==> config.mk <==
export PLATFORM = sky130hd
export DESIGN_NAME = ubdc_div_chain
export DESIGN_NICKNAME = d
export VERILOG_FILES = /design/src/rtl/core/ubdc_pkg.sv /design/src/rtl/core/ubdc_div_cell.sv /design/src/rtl/core/ubdc_div_chain.sv
export SDC_FILE = /design/constraint.sdc
export NUM_CORES = 2
export LEC_CHECK = 0
export ABC_AREA = 1
export BUFFER_PORTS_ARGS = -buffer_cell sky130_fd_sc_hd__buf_2
export CAP_MARGIN = 20
export CORE_UTILIZATION = 28
export CTS_BUF_LIST = sky130_fd_sc_hd__clkbuf_16
export DETAILED_ROUTE_END_ITERATION = 6
export PLACE_DENSITY = 0.47
export REMOVE_ABC_BUFFERS = 1
export SYNTH_ARGS = -nofsm -noshare
export SYNTH_HDL_FRONTEND = slang
export SYNTH_SLANG_ARGS = --single-unit
==> constraint.sdc <==
create_clock -name clock -period 2.7 [get_ports clock]
set_input_delay 0.675 -clock clock [delete_from_list [all_inputs] [get_ports clock]]
set_output_delay 0.675 -clock clock [all_outputs]
set_load 0.01 [all_outputs]
==> src/rtl/core/ubdc_pkg.sv <==
`timescale 1ns / 1ps
`default_nettype none
package ubdc_pkg;

   localparam int BAUD_BITS = 24;
   localparam int CHAN_W    = 2;
   localparam int FAM_W     = 3;
   localparam int QUO_W     = 28;   // widest dividend is 192000000
   localparam int DIV_W     = 18;   // divisor of the second division
   localparam int ENC_W     = 18;
   localparam int CSR_ADDR_W = 3;
   localparam int CSR_DATA_W = 32;

   localparam logic [0:0] REG_CHIP_FAMILY = 1'b0;

   localparam logic [FAM_W-1:0] FAM_AM    = 3'd0;
   localparam logic [FAM_W-1:0] FAM_2232H = 3'd4;
   localparam logic [FAM_W-1:0] FAM_4232H = 3'd5;
   localparam logic [FAM_W-1:0] FAM_232H  = 3'd6;

   localparam logic [QUO_W-1:0] AM_CLK     = 28'd24000000;
   localparam logic [QUO_W-1:0] STD_BASE   = 28'd48000000;
   localparam logic [QUO_W-1:0] HS_BASE    = 28'd192000000;
   localparam logic [QUO_W-1:0] AM_MAX_DIV = 28'h1FFF8;
   localparam logic [QUO_W-1:0] STD_MAX    = 28'h20000;
   localparam logic [DIV_W-1:0] STD_CLAMP  = 18'h1FFFF;
   localparam logic [ENC_W-1:0] HS_FLAG    = 18'h20000;
   localparam logic [ENC_W-1:0] AM_ENC_3M  = 18'h1;
   localparam logic [ENC_W-1:0] AM_ENC_2M  = 18'h4001;

   // smallest baud that selects the 120 MHz clock on high-speed chips
   localparam logic [BAUD_BITS-1:0] HS_MIN_BAUD = 24'd733;

   localparam logic [BAUD_BITS-1:0] STD_FAST0 = 24'd3000000;
   localparam logic [BAUD_BITS-1:0] STD_FAST1 = 24'd2000000;
   localparam logic [BAUD_BITS-1:0] STD_FAST2 = 24'd1500000;
   localparam logic [BAUD_BITS-1:0] HS_FAST0  = 24'd12000000;
   localparam logic [BAUD_BITS-1:0] HS_FAST1  = 24'd8000000;
   localparam logic [BAUD_BITS-1:0] HS_FAST2  = 24'd6000000;

   localparam logic [2:0] FRAC_MAP [8] = '{3'd0, 3'd3, 3'd2, 3'd4, 3'd1, 3'd5, 3'd6, 3'd7};
   localparam logic [1:0] AM_UP    [8] = '{2'd0, 2'd0, 2'd0, 2'd1, 2'd0, 2'd3, 2'd2, 2'd1};
   localparam logic [1:0] AM_DOWN  [8] = '{2'd0, 2'd0, 2'd0, 2'd1, 2'd0, 2'd1, 2'd2, 2'd3};

   typedef enum logic [1:0] {
      PATH_AM,
      PATH_STD,
      PATH_HS
   } path_type;

   typedef enum logic [1:0] {
      FAST_NONE,
      FAST_TOP,
      FAST_MID,
      FAST_LOW
   } fast_type;

   typedef struct packed {
      logic [BAUD_BITS-1:0] baud_rate;
      logic [CHAN_W-1:0]    channel_number;
   } req_type;

   typedef struct packed {
      logic [15:0]          divisor_word;
      logic [15:0]          index_word;
      logic [BAUD_BITS-1:0] achieved_baud;
   } rsp_type;

   typedef struct packed {
      logic [BAUD_BITS-1:0] baud;
      logic [CHAN_W-1:0]    chan;
      logic                 zero;
      logic                 hs_chip;
      path_type             path;
      fast_type             fast;
   } side1_type;

   typedef struct packed {
      side1_type        s;
      logic [DIV_W-1:0] div0;
      logic [DIV_W-1:0] div1;
   } side2_type;

   function automatic logic [ENC_W-1:0] enc_div(input logic [DIV_W-1:0] d);
      logic [ENC_W-1:0] r;
      r = ENC_W'(d >> 3) | (ENC_W'(FRAC_MAP[d[2:0]]) << 14);
      return r;
   endfunction

   // candidate divisor of the AM path; base is the adjusted first quotient
   function automatic logic [DIV_W-1:0] am_cand(input logic [QUO_W-1:0] t,
                                                 input logic [QUO_W-1:0] base);
      logic [QUO_W-1:0] s;
      logic [DIV_W-1:0] r;
      s = t + QUO_W'(AM_UP[t[2:0]]);
      if (t <= QUO_W'(8)) begin
         r = DIV_W'(8);
      end else if (base < QUO_W'(16)) begin
         r = DIV_W'(16);
      end else if (s > AM_MAX_DIV) begin
         r = AM_MAX_DIV[DIV_W-1:0];
      end else begin
         r = s[DIV_W-1:0];
      end
      return r;
   endfunction

endpackage
`default_nettype wire

==> src/rtl/core/ubdc_div_cell.sv <==
`timescale 1ns / 1ps
`default_nettype none
module ubdc_div_cell import ubdc_pkg::*; #(
   parameter int NW    = QUO_W,
   parameter int DW    = BAUD_BITS,
   parameter int LANES = 1,
   parameter int SW    = 1
) (
   input  wire logic                        clock,
   input  wire logic                        reset,
   input  wire logic                        adv,
   input  wire logic                        in_valid,
   input  wire logic [LANES-1:0][DW-1:0]    in_rem,
   input  wire logic [LANES-1:0][NW-1:0]    in_num,
   input  wire logic [LANES-1:0][NW-1:0]    in_quo,
   input  wire logic [LANES-1:0][DW-1:0]    in_den,
   input  wire logic [SW-1:0]               in_side,
   output logic                             out_valid,
   output logic [LANES-1:0][DW-1:0]         out_rem,
   output logic [LANES-1:0][NW-1:0]         out_num,
   output logic [LANES-1:0][NW-1:0]         out_quo,
   output logic [LANES-1:0][DW-1:0]         out_den,
   output logic [SW-1:0]                    out_side
);

   logic                     valid_ff;
   logic [LANES-1:0][DW-1:0] rem_ff, rem_in, den_ff;
   logic [LANES-1:0][NW-1:0] num_ff, num_in, quo_ff, quo_in;
   logic [SW-1:0]            side_ff;

   // one restoring step per lane: shift in the next dividend bit, try the subtract
   always_comb begin
      logic [DW:0] trial;
      logic [DW:0] diff;
      for (int l = 0; l < LANES; l++) begin
         trial = {in_rem[l], in_num[l][NW-1]};
         diff  = trial - {1'b0, in_den[l]};
         if (trial >= {1'b0, in_den[l]}) begin
            rem_in[l] = diff[DW-1:0];
            quo_in[l] = {in_quo[l][NW-2:0], 1'b1};
         end else begin
            rem_in[l] = trial[DW-1:0];
            quo_in[l] = {in_quo[l][NW-2:0], 1'b0};
         end
         num_in[l] = {in_num[l][NW-2:0], 1'b0};
      end
   end

   always_ff @(posedge clock) begin
      if (reset) begin
         valid_ff <= 1'b0;
      end else if (adv) begin
         valid_ff <= in_valid;
      end
   end

   always_ff @(posedge clock) begin
      if (adv) begin
         rem_ff  <= rem_in;
         num_ff  <= num_in;
         quo_ff  <= quo_in;
         den_ff  <= in_den;
         side_ff <= in_side;
      end
   end

   assign out_valid = valid_ff;
   assign out_rem   = rem_ff;
   assign out_num   = num_ff;
   assign out_quo   = quo_ff;
   assign out_den   = den_ff;
   assign out_side  = side_ff;

endmodule
`default_nettype wire

==> src/rtl/core/ubdc_div_chain.sv <==
`timescale 1ns / 1ps
`default_nettype none
module ubdc_div_chain import ubdc_pkg::*; #(
   parameter int NW    = QUO_W,
   parameter int DW    = BAUD_BITS,
   parameter int LANES = 1,
   parameter int SW    = 1
) (
   input  wire logic                     clock,
   input  wire logic                     reset,
   input  wire logic                     adv,
   input  wire logic                     in_valid,
   input  wire logic [LANES-1:0][NW-1:0] in_num,
   input  wire logic [LANES-1:0][DW-1:0] in_den,
   input  wire logic [SW-1:0]            in_side,
   output logic                          out_valid,
   output logic [LANES-1:0][NW-1:0]      out_quo,
   output logic [SW-1:0]                 out_side
);

   logic                     v_w    [0:NW];
   logic [LANES-1:0][DW-1:0] rem_w  [0:NW];
   logic [LANES-1:0][NW-1:0] num_w  [0:NW];
   logic [LANES-1:0][NW-1:0] quo_w  [0:NW];
   logic [LANES-1:0][DW-1:0] den_w  [0:NW];
   logic [SW-1:0]            side_w [0:NW];

   assign v_w[0]    = in_valid;
   assign rem_w[0]  = '0;
   assign num_w[0]  = in_num;
   assign quo_w[0]  = '0;
   assign den_w[0]  = in_den;
   assign side_w[0] = in_side;

   for (genvar k = 0; k < NW; k++) begin : g_cell
      ubdc_div_cell #(.NW(NW), .DW(DW), .LANES(LANES), .SW(SW)) u_cell (
         .clock     (clock),
         .reset     (reset),
         .adv       (adv),
         .in_valid  (v_w[k]),
         .in_rem    (rem_w[k]),
         .in_num    (num_w[k]),
         .in_quo    (quo_w[k]),
         .in_den    (den_w[k]),
         .in_side   (side_w[k]),
         .out_valid (v_w[k+1]),
         .out_rem   (rem_w[k+1]),
         .out_num   (num_w[k+1]),
         .out_quo   (quo_w[k+1]),
         .out_den   (den_w[k+1]),
         .out_side  (side_w[k+1])
      );
   end

   assign out_valid = v_w[NW];
   assign out_quo   = quo_w[NW];
   assign out_side  = side_w[NW];

endmodule
`default_nettype wire

==> summary.txt <==
Outcome
  • Status: completed

Power
  • Sw frac: 0.4219
  • Clock share of power: 0.229
  • Internal power: 90.19 mW
  • Logic pwr share: 0.441
  • Lkg Pwr: 70.30 nW
  • Pwr Density: 1080 nW/um^2
  • Flop pwr share: 0.330
  • Sw power: ~66 mW
  • Power, Total: ~160 mW
  • Worst vdd ir: 0.0006184 V

Timing
  • Unrepaired setup endpoints after global routing: true
  • Period utilization: 0.9626
  • Slew Viols, Final: 0
  • Final worst-path setup slack: about 0.1 ns
  • Slew Limit Headroom: 0.5689
  • FMAX: approximately 380 MHz
  • Post-route minimum period: 2.599 ns
  • Final hold vios: 0
  • Final setup skew: 0.06416 ns
  • Setup violators final: 0
  • Worst-Margin Slew: approximately 0.64 ns

Logic synthesis
  • Synth Register Bits: around 2100
  • Ys Warns: 0
  • Async set-reset flop share out of synthesis: 0
  • Post-synth EDFFs: 2108
  • Gate Count Post-Synth: approximately 15000
  • Synth top area cells: edfxtp_1, nand2_1, inv_1
  • Top-area cell type share of the netlist area: 0.5053
  • Syn Std Cell Area: 125300 sq um
  • Mean Syn Cell Area: roughly 8.4 sq um
  • Leading area contributor after synthesis: edfxtp_1
  • Post-synthesis cell type count: 40
  • Main synth FF type: edfxtp_1
  • Seq/Total Area, Yosys: 0.5097

Clock tree
  • CTS tree: yes
  • Skew-Pair Late Insertion Delay: approximately 0.92 ns
  • H-tree levels: 5
  • CTS Buf Count: about 270
  • Deepest clock path buffer count: 4
  • Reg clk slew, reported paths: 0.06 ns
  • Clk root buf: clkbuf_16
  • Clk sink count: ~2100

Placed design
  • Detail Placement HPWL: roughly 280 mm
  • I/O Buffers: between 80 and 90
  • Worst slack at placement: about 0.066 ns
  • Placer Congestion: 0.8865

Detailed routing
  • Final wirelength: roughly 360 mm
  • Post-route ant nets: 0
  • Iteration-0 DRC Markers: slightly below 7000
  • DR vias: 95446
  • Drt wl/cell: around 16 um
  • Via/cell ratio: about 4.4
  • Drt first pass iters: 6
  • Residual DRC: 0

Floorplanning
  • Placeable core area: 445400 sq um
  • Initial Util: 0.2813
  • Chip width: about 670 um
  • Die height: approximately 670 um
  • Rows: about 250
  • Die Footprint: 450100 sq um
  • I/O Pins: a little under 90

Global routing
  • GRT Total Usage: 0.1543
  • Largest net degree at the start of global routing: 99
  • GRT overflow: 0
  • Global-route wire length before repair: 544.4 mm
  • Initial antenna violation count: 2
  • Vias in the first global route: ~90000

Setup path
  • CP Data Required Time: ~3.3 ns
  • Setup crit end kind: flop
  • Setup slack, reg-to-reg: around 0.1 ns
  • Crit Path Max Fanout: 14
  • Critical R2R Launch: g_cell[2].u_cell.out_rem[18]$_DFFE_PP_
  • Reg-to-Reg End: g_cell[3].u_cell.out_rem[2]$_DFFE_PP_
  • Critical path class: reg2reg
  • WP data arrival: around 3.2 ns
  • Worst Reg-to-Reg Cells: 9
  • Nature of the critical path startpoint: flop

Worst hold path
  • WHS Path Cells: 2
  • Hold path startpoint: reset
  • Hold EP: g_cell[9].u_cell.out_valid$_SDFFE_PP0P_
  • Worst hold path type: in2reg

Layout
  • Layout cells sized above 1: 0.06843
  • Final Net Count: 16277
  • Area added between synthesis and finish: 15.28%

Run
  • Max-Cap Viols: 0
-- routing by layer --
layer / vias up / global-route usage / part of all wire
li1: 49132 / - / -
met1: 43998 / 0.2074 / 0.46
met2: 1842 / 0.2621 / 0.47
met3: 474 / 0.01741 / 0.042
met4: 0 / 0.04252 / 0.028
met5: - / 0 / 0
-- cell usage in the layout, fill, tap and decap left out, drive strengths merged, types with 22 or more instances in the layout --
cell type | synthesis | layout
xnor2 | 32 | 32
nand4 | 794 | 794
buf | 181 | 453
a21oi | 330 | 330
fa | 26 | 26
bufinv | 0 | 22
dfxtp | 28 | 28
nand3 | 726 | 728
ha | 650 | 650
clkinv | 2 | 98
nand3b | 40 | 40
inv | 3041 | 3109
nand2 | 5761 | 5761
clkbuf | 39 | 275
o21a | 26 | 26
edfxtp | 2108 | 2108
xor2 | 240 | 240
nor2 | 811 | 811
nor3 | 108 | 108
dlygate4sd3 | 0 | 55
-- power by group through the flow --
stage | logic, mW | clock network, mW | registers (mW)
3_3_place_gp | 68.2 | 0 | 52.4
4_1_cts | 68.8 | 37.2 | 51.7
6_report | 68.9 | 35.7 | 51.5
5_1_grt | 78.6 | 38.3 | 52.0
2_1_floorplan | 48.3 | 0 | 48.7
3_5_place_dp | 68.4 | 0 | 52.3
-- area by class of cell --
class                   count  area [sq um]
multi-input cells        9586         48650
flip-flops and latches   2136         63860
clock buffers             275          6882
well taps                5928          7417
fillers                 46799        301000
repair buffers            508          4377
clock inverters           205          1799
diodes                      3         7.507
inverters                3043         11420
-- synth_stat cells (16+ instances only) --
| master | number |
|---|---|
| o21a_1 | 26 |
| xor2_1 | 240 |
| xnor2_1 | 32 |
| nor2_1 | 761 |
| nand3_2 | 28 |
| ha_1 | 650 |
| dfxtp_1 | 28 |
| edfxtp_1 | 2108 |
| inv_2 | 28 |
| nor3_2 | 27 |
| a21oi_1 | 304 |
| inv_1 | 3013 |
| clkbuf_1 | 39 |
| buf_2 | 124 |
| a21oi_4 | 26 |
| nor2_2 | 50 |
| buf_6 | 54 |
| nand2_1 | 5760 |
| nand3_4 | 32 |
| nand3_1 | 666 |
| nand3b_1 | 40 |
| nand4_1 | 779 |
| fa_1 | 26 |
| nor3_1 | 65 |
| nor3_4 | 16 |
-- stage by stage --
step / util / setup TNS [ns] / hold slack, ns / cells / cell area (sq um)
after floorplan: - / 0 / 0.4003 / 14763 / 123900
after global placement: 0.3032 / 0 / 0.4002 / 21133 / 135000
after detailed placement: 0.3032 / 0 / 0.4045 / 21133 / 135000
after CTS: 0.3239 / 0 / 0.1226 / 21668 / 144300
after global routing: 0.3242 / -0.008674 / 0.1679 / 21684 / 144400
final: 0.3242 / 0 / 0.2129 / 21684 / 144400
-- what timing repair did --
action | 4_1_cts | 5_1_grt
setup buffers | 0 | 11
setup endpoints to repair | 0 | 52
hold buffers | 55 | 0
endpoints found under the hold margin | 55 | 0
gates resized for setup | 0 | 9
-- worst max-delay path by stage --
stage,from,endpoint,slack (ns),cells after the start
finish,g_cell[2].u_cell.out_rem[18]$_DFFE_PP_,g_cell[3].u_cell.out_rem[2]$_DFFE_PP_,0.10,9
global route,g_cell[2].u_cell.out_rem[17]$_DFFE_PP_,g_cell[3].u_cell.out_rem[2]$_DFFE_PP_,-0.009,9
CTS,g_cell[2].u_cell.out_den[4]$_DFFE_PP_,g_cell[3].u_cell.out_rem[2]$_DFFE_PP_,0.06,12
detailed placement,g_cell[2].u_cell.out_den[4]$_DFFE_PP_,g_cell[3].u_cell.out_rem[2]$_DFFE_PP_,0.07,12
global placement,g_cell[2].u_cell.out_den[4]$_DFFE_PP_,g_cell[3].u_cell.out_rem[2]$_DFFE_PP_,0.06,12
floorplan,g_cell[17].u_cell.out_rem[11]$_DFFE_PP_,g_cell[18].u_cell.out_rem[11]$_DFFE_PP_,0.34,11
-- sequential cells by signal (all words and copies together) (netlist names) --
register                 flops
g_cell.u_cell.out_den      648
g_cell.u_cell.out_side      28
g_cell.u_cell.out_rem      648
g_cell.u_cell.out_quo      406
g_cell.u_cell.out_valid     28
g_cell.u_cell.out_num      378
-- worst max-delay path, cell delays in order, from the launching register on --
cell and delay (ns):
edfxtp_1 0.42, ha_1 0.40, nand2_1 0.14, nor2_2 0.22, inv_2 0.06, nor3_4 0.25, nand3_4 0.25, buf_4 0.26
nand4_1 0.10, nand2_1 0.19
-- kinds of logic after synthesis --
logic type	count (synthesis)	synth area share
adders and majority gates	676	0.06907
AOI/OAI and AO/OA	373	0.01788
xor gates and xnor gates	272	0.01902
and+or+nand+nor	8263	0.2820
buffers and inverters	3263	0.1022
DFF	2136	0.5097
No activity file was read; power rests on OpenSTA's default activity.
